[src/design/rhc_pkg.sv]
// rhc_pkg: shared types, constants and helper functions for the rgb/hsv converter
// no dependencies

package rhc_pkg;

	localparam int FRAC_BITS = 12;
	localparam int CH_W      = 12;
	localparam int DIV_STEPS = CH_W;
	localparam int DIV_W     = 16;
	localparam int DIV_D_W   = 15;
	localparam logic [CH_W-1:0] SCALE = {CH_W{1'b1}};

	typedef enum logic {
		OP_RGB2HSV = 1'b0,
		OP_HSV2RGB = 1'b1
	} op_t;

	typedef enum logic [2:0] {
		SEC_0 = 3'd0,
		SEC_1 = 3'd1,
		SEC_2 = 3'd2,
		SEC_3 = 3'd3,
		SEC_4 = 3'd4,
		SEC_5 = 3'd5,
		SEC_6 = 3'd6
	} sector_t;

	typedef struct packed {
		logic [DIV_W-1:0] rem;
		logic             qbit;
	} div_step_t;

	// one restoring division step: shift in a numerator bit, subtract if it fits
	function automatic div_step_t div_step(input logic [DIV_W-1:0] rem,
			input logic nbit, input logic [DIV_D_W-1:0] d);
		logic [DIV_W-1:0] sh;
		logic [DIV_W-1:0] dx;
		div_step_t        res;
		sh = {rem[DIV_W-2:0], nbit};
		dx = {1'b0, d};
		if (sh >= dx) begin
			res.rem  = sh - dx;
			res.qbit = 1'b1;
		end else begin
			res.rem  = sh;
			res.qbit = 1'b0;
		end
		return res;
	endfunction

	// floor(x / 4095) for x up to 4095*4095, by fold and correction
	function automatic logic [CH_W-1:0] div_scale(input logic [2*CH_W-1:0] x);
		logic [CH_W-1:0] q0;
		logic [CH_W:0]   r0;
		logic [CH_W:0]   q;
		q0 = x[2*CH_W-1:CH_W];
		r0 = {1'b0, x[CH_W-1:0]} + {1'b0, q0};
		if (r0 >= {SCALE, 1'b0})
			q = {1'b0, q0} + 13'd2;
		else if (r0 >= {1'b0, SCALE})
			q = {1'b0, q0} + 13'd1;
		else
			q = {1'b0, q0};
		return q[CH_W-1:0];
	endfunction

	// start of each hue sector on the scale of hue * 6
	function automatic logic [CH_W+2:0] sector_base(input sector_t s);
		logic [CH_W+2:0] b;
		case (s)
			SEC_0:   b = 15'd0;
			SEC_1:   b = 15'd4095;
			SEC_2:   b = 15'd8190;
			SEC_3:   b = 15'd12285;
			SEC_4:   b = 15'd16380;
			SEC_5:   b = 15'd20475;
			SEC_6:   b = 15'd24570;
			default: b = 15'd0;
		endcase
		return b;
	endfunction

endpackage

[src/design/rgb_hsv_converter.sv]
// rgb_hsv_converter: pipelined rgb <-> hsv converter, top level
// depends on rhc_pkg (types, division step, divide by scale)

// One request per clock: busy stays low and a request is taken at every
// clock edge where start is high. The result appears at the output register
// on res_first/res_second/res_third together with a one-cycle done strobe,
// and cannot be held off by the receiver. The pipeline depth is set by the two
// radix-2 restoring dividers (hue and saturation), one quotient bit per
// stage over twelve stages; the hsv-to-rgb path finishes early and rides
// along in a delay line so both ops leave in request order.
module rgb_hsv_converter
	import rhc_pkg::*;
(
	input  logic            clk,
	input  logic            arst_n,
	input  logic            start,
	output logic            busy,
	input  logic            op,
	input  logic [CH_W-1:0] chan_first,
	input  logic [CH_W-1:0] chan_second,
	input  logic [CH_W-1:0] chan_third,
	output logic            done,
	output logic [CH_W-1:0] res_first,
	output logic [CH_W-1:0] res_second,
	output logic [CH_W-1:0] res_third
);

	// no back pressure, the pipe always takes a request
	assign busy = 1'b0;

	// ---- stage 1: input register
	logic            vld_s1;
	op_t             op_s1;
	logic [CH_W-1:0] c1_s1, c2_s1, c3_s1;

	always_ff @(posedge clk or negedge arst_n) begin
		if (!arst_n)
			vld_s1 <= 1'b0;
		else
			vld_s1 <= start & ~busy;
	end

	always_ff @(posedge clk) begin
		op_s1 <= op_t'(op);
		c1_s1 <= chan_first;
		c2_s1 <= chan_second;
		c3_s1 <= chan_third;
	end

	// ---- stage 2: max/min and range for rgb, hue*6 and v*s for hsv
	logic            rmax_c, gmax_c;
	logic [CH_W-1:0] mx_c, mn_c;

	always_comb begin
		mx_c = c1_s1;
		mn_c = c1_s1;
		if (c2_s1 > mx_c) mx_c = c2_s1;
		if (c3_s1 > mx_c) mx_c = c3_s1;
		if (c2_s1 < mn_c) mn_c = c2_s1;
		if (c3_s1 < mn_c) mn_c = c3_s1;
		// red wins ties, then green
		rmax_c = (c1_s1 == mx_c);
		gmax_c = (c2_s1 == mx_c);
	end

	logic              vld_s2;
	op_t               op_s2;
	logic [CH_W-1:0]   c1_s2, c2_s2, c3_s2, mx_s2, rng_s2;
	logic              rmax_s2, gmax_s2;
	logic [CH_W+2:0]   t_s2;
	logic [2*CH_W-1:0] vsp_s2;

	always_ff @(posedge clk or negedge arst_n) begin
		if (!arst_n)
			vld_s2 <= 1'b0;
		else
			vld_s2 <= vld_s1;
	end

	always_ff @(posedge clk) begin
		op_s2   <= op_s1;
		c1_s2   <= c1_s1;
		c2_s2   <= c2_s1;
		c3_s2   <= c3_s1;
		mx_s2   <= mx_c;
		rng_s2  <= mx_c - mn_c;
		rmax_s2 <= rmax_c;
		gmax_s2 <= gmax_c;
		t_s2    <= ({3'b0, c1_s1} << 2) + ({3'b0, c1_s1} << 1);
		vsp_s2  <= {{CH_W{1'b0}}, c2_s1} * {{CH_W{1'b0}}, c3_s1};
	end

	// ---- stage 3: hue numerator, divider setup; hsv sector, frac, v*s/scale
	logic signed [16:0] r_x, g_x, b_x, rng_x, num_raw, num_w;
	logic [DIV_D_W-1:0] num_u, rng6;
	logic [26:0]        hnum;
	logic [2*CH_W-1:0]  snum;
	sector_t            sec_c;
	logic [CH_W+2:0]    frac_w;

	always_comb begin
		r_x   = $signed({5'b0, c1_s2});
		g_x   = $signed({5'b0, c2_s2});
		b_x   = $signed({5'b0, c3_s2});
		rng_x = $signed({5'b0, rng_s2});
		if (rmax_s2)
			num_raw = g_x - b_x;
		else if (gmax_s2)
			num_raw = (rng_x <<< 1) + b_x - r_x;
		else
			num_raw = (rng_x <<< 2) + r_x - g_x;
		// wrap negative hue into one full turn
		if (num_raw < 0)
			num_w = num_raw + (rng_x <<< 2) + (rng_x <<< 1);
		else
			num_w = num_raw;
		num_u = num_w[DIV_D_W-1:0];
		rng6  = ({3'b0, rng_s2} << 2) + ({3'b0, rng_s2} << 1);
		// times 4095 as shift and subtract
		hnum  = {num_u, 12'b0} - {12'b0, num_u};
		snum  = {rng_s2, 12'b0} - {12'b0, rng_s2};

		if (t_s2 >= sector_base(SEC_6))      sec_c = SEC_6;
		else if (t_s2 >= sector_base(SEC_5)) sec_c = SEC_5;
		else if (t_s2 >= sector_base(SEC_4)) sec_c = SEC_4;
		else if (t_s2 >= sector_base(SEC_3)) sec_c = SEC_3;
		else if (t_s2 >= sector_base(SEC_2)) sec_c = SEC_2;
		else if (t_s2 >= sector_base(SEC_1)) sec_c = SEC_1;
		else                                 sec_c = SEC_0;
		frac_w = t_s2 - sector_base(sec_c);
	end

	// divider pipe, index 0 is stage 3, index DIV_STEPS is stage 15
	logic               vld_d  [0:DIV_STEPS];
	op_t                op_d   [0:DIV_STEPS];
	logic               zero_d [0:DIV_STEPS];
	logic [DIV_W-1:0]   hrem_d [0:DIV_STEPS];
	logic [DIV_W-1:0]   srem_d [0:DIV_STEPS];
	logic [CH_W-1:0]    hlow_d [0:DIV_STEPS];
	logic [CH_W-1:0]    slow_d [0:DIV_STEPS];
	logic [DIV_D_W-1:0] hd_d   [0:DIV_STEPS];
	logic [DIV_D_W-1:0] sd_d   [0:DIV_STEPS];
	logic [CH_W-1:0]    hq_d   [0:DIV_STEPS];
	logic [CH_W-1:0]    sq_d   [0:DIV_STEPS];

	sector_t         sec_s3;
	logic [CH_W-1:0] frac_s3, vs_s3, v_s3;

	always_ff @(posedge clk or negedge arst_n) begin
		if (!arst_n)
			vld_d[0] <= 1'b0;
		else
			vld_d[0] <= vld_s2;
	end

	always_ff @(posedge clk) begin
		op_d[0]   <= op_s2;
		zero_d[0] <= (rng_s2 == '0);
		hrem_d[0] <= {1'b0, hnum[26:12]};
		hlow_d[0] <= hnum[11:0];
		hd_d[0]   <= rng6;
		srem_d[0] <= {4'b0, snum[23:12]};
		slow_d[0] <= snum[11:0];
		sd_d[0]   <= {3'b0, mx_s2};
		hq_d[0]   <= '0;
		sq_d[0]   <= '0;
		sec_s3    <= sec_c;
		frac_s3   <= frac_w[CH_W-1:0];
		vs_s3     <= div_scale(vsp_s2);
		// value for hsv, max for rgb; for rgb the max leaves as the third field
		v_s3      <= (op_s2 == OP_HSV2RGB) ? c3_s2 : mx_s2;
	end

	genvar gi;
	generate
		for (gi = 0; gi < DIV_STEPS; gi++) begin : g_div
			div_step_t hst, sst;

			always_comb begin
				hst = div_step(hrem_d[gi], hlow_d[gi][CH_W-1], hd_d[gi]);
				sst = div_step(srem_d[gi], slow_d[gi][CH_W-1], sd_d[gi]);
			end

			always_ff @(posedge clk or negedge arst_n) begin
				if (!arst_n)
					vld_d[gi+1] <= 1'b0;
				else
					vld_d[gi+1] <= vld_d[gi];
			end

			always_ff @(posedge clk) begin
				op_d[gi+1]   <= op_d[gi];
				zero_d[gi+1] <= zero_d[gi];
				hrem_d[gi+1] <= hst.rem;
				srem_d[gi+1] <= sst.rem;
				hlow_d[gi+1] <= hlow_d[gi] << 1;
				slow_d[gi+1] <= slow_d[gi] << 1;
				hd_d[gi+1]   <= hd_d[gi];
				sd_d[gi+1]   <= sd_d[gi];
				hq_d[gi+1]   <= {hq_d[gi][CH_W-2:0], hst.qbit};
				sq_d[gi+1]   <= {sq_d[gi][CH_W-2:0], sst.qbit};
			end
		end
	endgenerate

	// ---- stage 4: p and vs*frac
	sector_t           sec_s4;
	logic [CH_W-1:0]   p_s4, v_s4;
	logic [2*CH_W-1:0] pk_s4;

	always_ff @(posedge clk) begin
		sec_s4 <= sec_s3;
		v_s4   <= v_s3;
		p_s4   <= v_s3 - vs_s3;
		pk_s4  <= {{CH_W{1'b0}}, vs_s3} * {{CH_W{1'b0}}, frac_s3};
	end

	// ---- stage 5: sector select, then side lane to the output
	logic [CH_W-1:0] k_c, up_c, down_c, f1_c, f2_c, f3_c;

	always_comb begin
		k_c    = div_scale(pk_s4);
		up_c   = p_s4 + k_c;
		down_c = v_s4 - k_c;
		case (sec_s4)
			SEC_1: begin
				f1_c = down_c; f2_c = v_s4;   f3_c = p_s4;
			end
			SEC_2: begin
				f1_c = p_s4;   f2_c = v_s4;   f3_c = up_c;
			end
			SEC_3: begin
				f1_c = p_s4;   f2_c = down_c; f3_c = v_s4;
			end
			SEC_4: begin
				f1_c = up_c;   f2_c = p_s4;   f3_c = v_s4;
			end
			SEC_5: begin
				f1_c = v_s4;   f2_c = p_s4;   f3_c = down_c;
			end
			default: begin
				// sector zero and hue of one
				f1_c = v_s4;   f2_c = up_c;   f3_c = p_s4;
			end
		endcase
		if (op_d[1] == OP_RGB2HSV) begin
			f1_c = '0;
			f2_c = '0;
			f3_c = v_s4;
		end
	end

	logic [CH_W-1:0] sf1_d [2:DIV_STEPS];
	logic [CH_W-1:0] sf2_d [2:DIV_STEPS];
	logic [CH_W-1:0] sf3_d [2:DIV_STEPS];

	always_ff @(posedge clk) begin
		sf1_d[2] <= f1_c;
		sf2_d[2] <= f2_c;
		sf3_d[2] <= f3_c;
	end

	generate
		for (gi = 2; gi < DIV_STEPS; gi++) begin : g_side
			always_ff @(posedge clk) begin
				sf1_d[gi+1] <= sf1_d[gi];
				sf2_d[gi+1] <= sf2_d[gi];
				sf3_d[gi+1] <= sf3_d[gi];
			end
		end
	endgenerate

	// ---- stage 16: output register
	always_ff @(posedge clk or negedge arst_n) begin
		if (!arst_n)
			done <= 1'b0;
		else
			done <= vld_d[DIV_STEPS];
	end

	always_ff @(posedge clk) begin
		res_third <= sf3_d[DIV_STEPS];
		if (op_d[DIV_STEPS] == OP_HSV2RGB) begin
			res_first  <= sf1_d[DIV_STEPS];
			res_second <= sf2_d[DIV_STEPS];
		end else if (zero_d[DIV_STEPS]) begin
			// gray or black: no hue, no saturation
			res_first  <= '0;
			res_second <= '0;
		end else begin
			res_first  <= hq_d[DIV_STEPS];
			res_second <= sq_d[DIV_STEPS];
		end
	end

endmodule
[config.mk]
export PLATFORM = sky130hd
export DESIGN_NAME = rgb_hsv_converter
export DESIGN_NICKNAME = d
export VERILOG_FILES = /design/src/design/rhc_pkg.sv /design/src/design/rgb_hsv_converter.sv
export SDC_FILE = /design/constraint.sdc
export NUM_CORES = 2
export LEC_CHECK = 0
export ABC_AREA = 1
export BUFFER_PORTS_ARGS = -buffer_cell sky130_fd_sc_hd__buf_2
export CAP_MARGIN = 20
export CORE_ASPECT_RATIO = 0.8
export CORE_UTILIZATION = 50
export DETAILED_ROUTE_END_ITERATION = 10
export GPL_ROUTABILITY_DRIVEN = 0
export PLACE_DENSITY = 0.65
export SKIP_LAST_GASP = 1
export SYNTH_ARGS = -nofsm -noshare
export SYNTH_HDL_FRONTEND = slang
export SYNTH_SLANG_ARGS = --single-unit
[constraint.sdc]
create_clock -name clk -period 9.8 [get_ports clk]
set_clock_uncertainty 0.2 [all_clocks]
set_input_delay 0.49 -clock clk [delete_from_list [all_inputs] [get_ports clk]]
set_output_delay 0.49 -clock clk [all_outputs]
set_load 0.1 [all_outputs]
; ---- Yosys cells after proc, flatten, opt, wreduce, memory -nomap -nowiden
; Memory sizes are Yosys's and may differ from the RTL's. A register that Yosys moved wholly into a read port is not among the register bits.
; Cells that the tools add are included.
[word_totals]
out_inout_bits = 38
mem_count = 13
mem_bits_rw = 1852
in_bits = 40
ff_bits = 269
wordCells = 211
[mem_list]
columns = name, words, word_bits, rd, rd_ports_with_merged_regs, wr, line_no
row1 = hrem_d, 13, 16, 12, 0, 13, rgb_hsv_converter.sv:137  ; logic [DIV_W-1:0] hrem_d [0:DIV_STEPS];
row2 = srem_d, 13, 16, 12, 0, 13, rgb_hsv_converter.sv:138  ; logic [DIV_W-1:0] srem_d [0:DIV_STEPS];
row3 = hd_d, 13, 15, 12, 0, 13, rgb_hsv_converter.sv:141  ; logic [DIV_D_W-1:0] hd_d [0:DIV_STEPS];
row4 = sd_d, 13, 15, 12, 0, 13, rgb_hsv_converter.sv:142  ; logic [DIV_D_W-1:0] sd_d [0:DIV_STEPS];
row5 = hlow_d, 13, 12, 12, 0, 13, rgb_hsv_converter.sv:139  ; logic [CH_W-1:0] hlow_d [0:DIV_STEPS];
row6 = hq_d, 13, 12, 13, 0, 13, rgb_hsv_converter.sv:143  ; logic [CH_W-1:0] hq_d [0:DIV_STEPS];
row7 = +7 memories, -, -, -, -, -, -
[classes]
n_mul = 2
n_mux = 53
n_lt_le_gt_ge = 39
n_reduce_logical = 5
add_sub_neg = 46
eq_ne = 13
[op_table]
columns = operator, count
row1 = 2-to-1 mux 17 bit, 26
row2 = >= comparator 16 x 15 -> 1 bit, 24
row3 = subtractor 16 x 15 -> 16 bit, 24
row4 = 2-to-1 mux 12 bit, 16
row5 = one-hot mux 12 bit (3 select lines), 3
row6 = one-hot mux 12 bit (6 select lines), 1
row7 = multiplier 12 x 12 -> 24 bit, 2
row8 = subtractor 12 bit, 4
row9 = adder 14 x 13 -> 15 bit, 2
row10 = >= comparator 15 x 14 -> 1 bit (second input constant), 2
row11 = >= comparator 15 bit (second input constant), 2
row12 = subtractor 27 x 15 -> 27 bit, 1
row13 = adder 12 x 12 -> 13 bit, 2
row14 = >= comparator 13 x 12 -> 1 bit (second input constant), 2
row15 = >= comparator 13 bit (second input constant), 2
row16 = adder 12 x 1 -> 12 bit (second input constant), 2
row17 = adder 12 x 2 -> 12 bit (second input constant), 2
row18 = equality test 12 bit, 2
row19 = > comparator 12 bit, 2
row20 = < comparator 12 bit, 2
row21 = subtractor 24 x 12 -> 24 bit, 1
row22 = < comparator 17 x 1 -> 1 bit (second input constant), 1
row23 = subtractor 15 x 12 -> 16 bit, 1
row24 = adder 14 x 12 -> 15 bit, 1
row25 = 16 further kinds, 31

; ---- Longest topological paths before layout
[depth]
ltp_word = 10
ltp_mapped = 39
mapped_depth_nobuf = 39

; ---- Worst setup path before layout
; OpenSTA, ideal clock, no wires.
[synth_timing]
path_kind = reg-to-reg
startpoint = reg rng_s2[0]
endpoint = mem hrem_d[0][13]
period_less_slack_ps = 5934
path_buffers = 0
setup_time_ps = 113
t_required_ps = 9487
arrival_time_ps = 5621
slack_ps = 3866
stages_incl_launch_ff = 36
cell_sequence = dfxtp_1 inv_1 fa_1 inv_1 ha_1 fa_1 nand3_1 nand2_1 xnor2_1 o21ai_0 nand2_1 nand2_1 inv_1 fa_1 inv_1 ha_1 a21oi_1 o21ai_0 nand2_1 nand3_1 nand2_1 nand2_1 a21o_1 nand2_1 nand2_1 nor2_1 xnor2_1 ha_1 a21oi_1 o21ai_0 nor2_4 nand2_1 nor3_1 nand2_1 nand2_1 nand2_1
[synth_lines]
columns = element, line_no
row1 = start: declaration, rgb_hsv_converter.sv:68  ; logic [CH_W-1:0] c1_s2, c2_s2, c3_s2, mx_s2, rng_s2;
row2 = start signal: assignment, rgb_hsv_converter.sv:86  ; rng_s2 <= mx_c - mn_c;
row3 = end: declaration, rgb_hsv_converter.sv:137

==> impl_metrics.json <==
{
  "outcome": "finished, final reports clean",
  "cts.sinks": 1659,
  "vias_per_cell": 5.02,
  "die_area_um2": 151000,
  "clock_path_buffers": 3,
  "vias": 53822,
  "numPortBuffers": 76,
  "final_cell_mix": "1643 x dfxtp_1, 1575 x nand2_1, 1375 x inv_1, 655 x ha_1, 555 x a21oi_1",
  "holdPathStages": 0,
  "finalSetupTns_ns": 0,
  "grt_pass1_wl_mm": 265,
  "cts_tree": "yes",
  "drtIter0Drc": 3736,
  "yosysWarnings": 0,
  "first_pass_iters": 8,
  "critPathMaxFanout": 7,
  "ioPinCount": 78,
  "drive_gt1_frac": 0.0552,
  "postSynth.asyncResetShare": 0.00964,
  "worst-path-stages": 34,
  "syn-cell-area_um2": 74700,
  "startpoint": "rng_s2[0]",
  "timing.final.max_slew_violations": 0,
  "ff2ff_setup_slack_ns": 2.56,
  "netlist_instances": 8438,
  "holdCritStartpoint": "sf2_d[0][32]",
  "required_ns": 10.29,
  "die_h_um": 348,
  "worst_pin_slew_ns": 1.09,
  "nets": 9567,
  "setup.worst_path.end": "hrem_d[0][14]",
  "reg2regPathDepth": 34,
  "avgSynthCellArea_um2": 8.85,
  "clk_latency_ns": 0.79,
  "antenna_found_initial": 4,
  "max_slew_margin": 0.269,
  "grt_pass1_vias": 53142,
  "core_um2": 148000,
  "hold_viol_final": 0,
  "r2r-end": "hrem_d[0][14]",
  "grtUsageTotal": 0.215,
  "ys_seq_area_frac": 0.446,
  "finalCritPeriodShare": 0.739,
  "route.detailed.drc": 0,
  "drv_cap": 0,
  "grt_max_degree": 30,
  "rsz0062_at_grt": "false",
  "finalWirelength_mm": 161,
  "wl_per_cell_um": 15.0,
  "finalCriticalPeriod_ns": 7.24,
  "synth_edf_count": 0,
  "postCtsSetupRepairBufs": 0,
  "n_antenna_cell": 0,
  "worstPathArrival_ns": 7.73,
  "crit_family": "adder cells",
  "fin_util": 0.563,
  "slowest_stage": "dfxtp_1",
  "clock.fmax_mhz": 138,
  "dp_hpwl_mm": 124,
  "numCtsBuffers": 157,
  "worstSetupPathType": "flip-flop to flip-flop",
  "layout_commonest_cell": "dfxtp_1",
  "ys_ff_latch": 1659,
  "synthFlopType": "dfxtp_1",
  "startpoint_type": "flip-flop",
  "cts_resized": 0,
  "fillers": 12999,
  "crit_buf_inv": 4,
  "grt_overflow_total": 0,
  "synthDistinctLibCells": 72,
  "ant_nets": 0,
  "cts-root-buf": "clkbuf_16",
  "cp_common_cell": "nand2_1",
  "area_growth_pct": 11.5,
  "end_kind": "flip-flop",
  "htreeDepth": 4,
  "clk_pin_slew_ns": 0.07,
  "slowest_delay_ns": 0.57,
  "rows": 126,
  "initial_utilization": 0.505,
  "die_w_um": 434,
  "setup_violations": 0,
  "rr_startpoint": "rng_s2[0]",
  "syn_nets": 9400,
  "hold_class": "flip-flop to flip-flop"
}
[cell usage after synthesis, types with 11 or more instances]
cell type | n | area (um^2)
fa_1 | 267 | 5350
inv_1 | 1375 | 5160
o21ai_1 | 41 | 205
a211oi_1 | 23 | 173
o211ai_1 | 13 | 97.6
a31oi_1 | 22 | 138
dfxtp_1 | 1643 | 32900
o21bai_1 | 33 | 248
nor4_1 | 21 | 131
clkbuf_1 | 111 | 417
nand4_1 | 84 | 526
nand3b_1 | 25 | 188
or2_2 | 26 | 163
o221ai_1 | 16 | 140
a21boi_0 | 14 | 105
buf_2 | 17 | 85.1
o21ai_0 | 447 | 2240
nor2_2 | 15 | 93.8
o22ai_1 | 18 | 113
xor2_1 | 287 | 2510
a21oi_1 | 555 | 2780
o21a_1 | 29 | 218
nor3_1 | 64 | 320
nor2_1 | 441 | 1660
a21o_1 | 22 | 165
nand2_1 | 1575 | 5910
xnor2_1 | 168 | 1470
ha_1 | 655 | 8200
nand2_2 | 23 | 144
o2111ai_1 | 11 | 96.3
nand2_4 | 11 | 124
nand3_1 | 246 | 1230
dfrtp_1 | 16 | 400
[per-stage QoR]
step	setup slack [ns]	area, um^2	hold slack, ns	instances
2_1_floorplan	3.87	74700	-0.00559	8438
3_3_place_gp	2.82	77200	0.110	10387
3_5_place_dp	2.70	77200	0.112	10387
4_1_cts	2.70	83200	0.0823	10712
5_1_grt	1.88	83200	0.0956	10715
6_report	2.56	83200	0.0975	10715
[final cells by class]
type / instances / area (um^2) / share of cell area
Multi-Input combinational cell: 5251 / 35600 / 0.428
Sequential cell: 1659 / 33300 / 0.400
Inverter: 1392 / 5230 / 0.0628
Clock buffer: 203 / 4360 / 0.0524
Tap cell: 1984 / 2480 / 0.0298
Clock inverter: 82 / 1250 / 0.0151
Timing Repair Buffer: 144 / 1000 / 0.0121
[layer usage]
metal,up-vias,share of wire,GRT usage
met5,-,0,0
met4,0,0.037,0.0845
met3,375,0.060,0.0346
met2,1470,0.45,0.349
met1,24755,0.46,0.287
li1,27222,-,-
[flip-flops by register name, indices dropped and copies added (netlist names), 24 cells and up]
| signal | cells |
|---|---|
| hrem_d | 180 |
| srem_d | 177 |
| hd_d | 146 |
| sd_d | 144 |
| sf1_d | 132 |
| sf2_d | 132 |
| sf3_d | 132 |
| hlow_d | 78 |
| hq_d | 78 |
| sq_d | 78 |
| slow_d | 77 |
| pk_s4 | 24 |
| vsp_s2 | 24 |
[how the worst min path moves through the flow]
| stage | end | slack (ns) |
|---|---|---|
| floorplan | done | -0.006 |
| global placement | sf1_d[0][143] | 0.11 |
| detailed placement | hlow_d[0][14] | 0.11 |
| CTS | op_s1 | 0.08 |
| global route | sf2_d[0][43] | 0.1 |
| finish | sf2_d[0][44] | 0.1 |
[timing repair]
item                                    4_1_cts  5_1_grt
endpoints found under the setup margin        0        0
hold buffers                                 40        0
endpoints found under the hold margin        54        0
[logic make-up (layout without fill, tap and decap cells)]
| family | count (synthesis) | count (layout) | share of synthesized area |
|---|---|---|---|
| simple gates | 2568 | 2568 | 0.144 |
| flops | 1659 | 1659 | 0.446 |
| buf+inv | 1528 | 1821 | 0.0777 |
| compound gates | 1304 | 1304 | 0.0971 |
| fa+ha+maj | 922 | 922 | 0.181 |
| xor+xnor | 455 | 455 | 0.0534 |
| other cells | 1 | 1 | 0.0000502 |
| mux | 1 | 1 | 0.000151 |
Power is left out: the tool's default activity adds up to more than one toggle a clock period on the data nets, which glitch-free logic cannot reach.
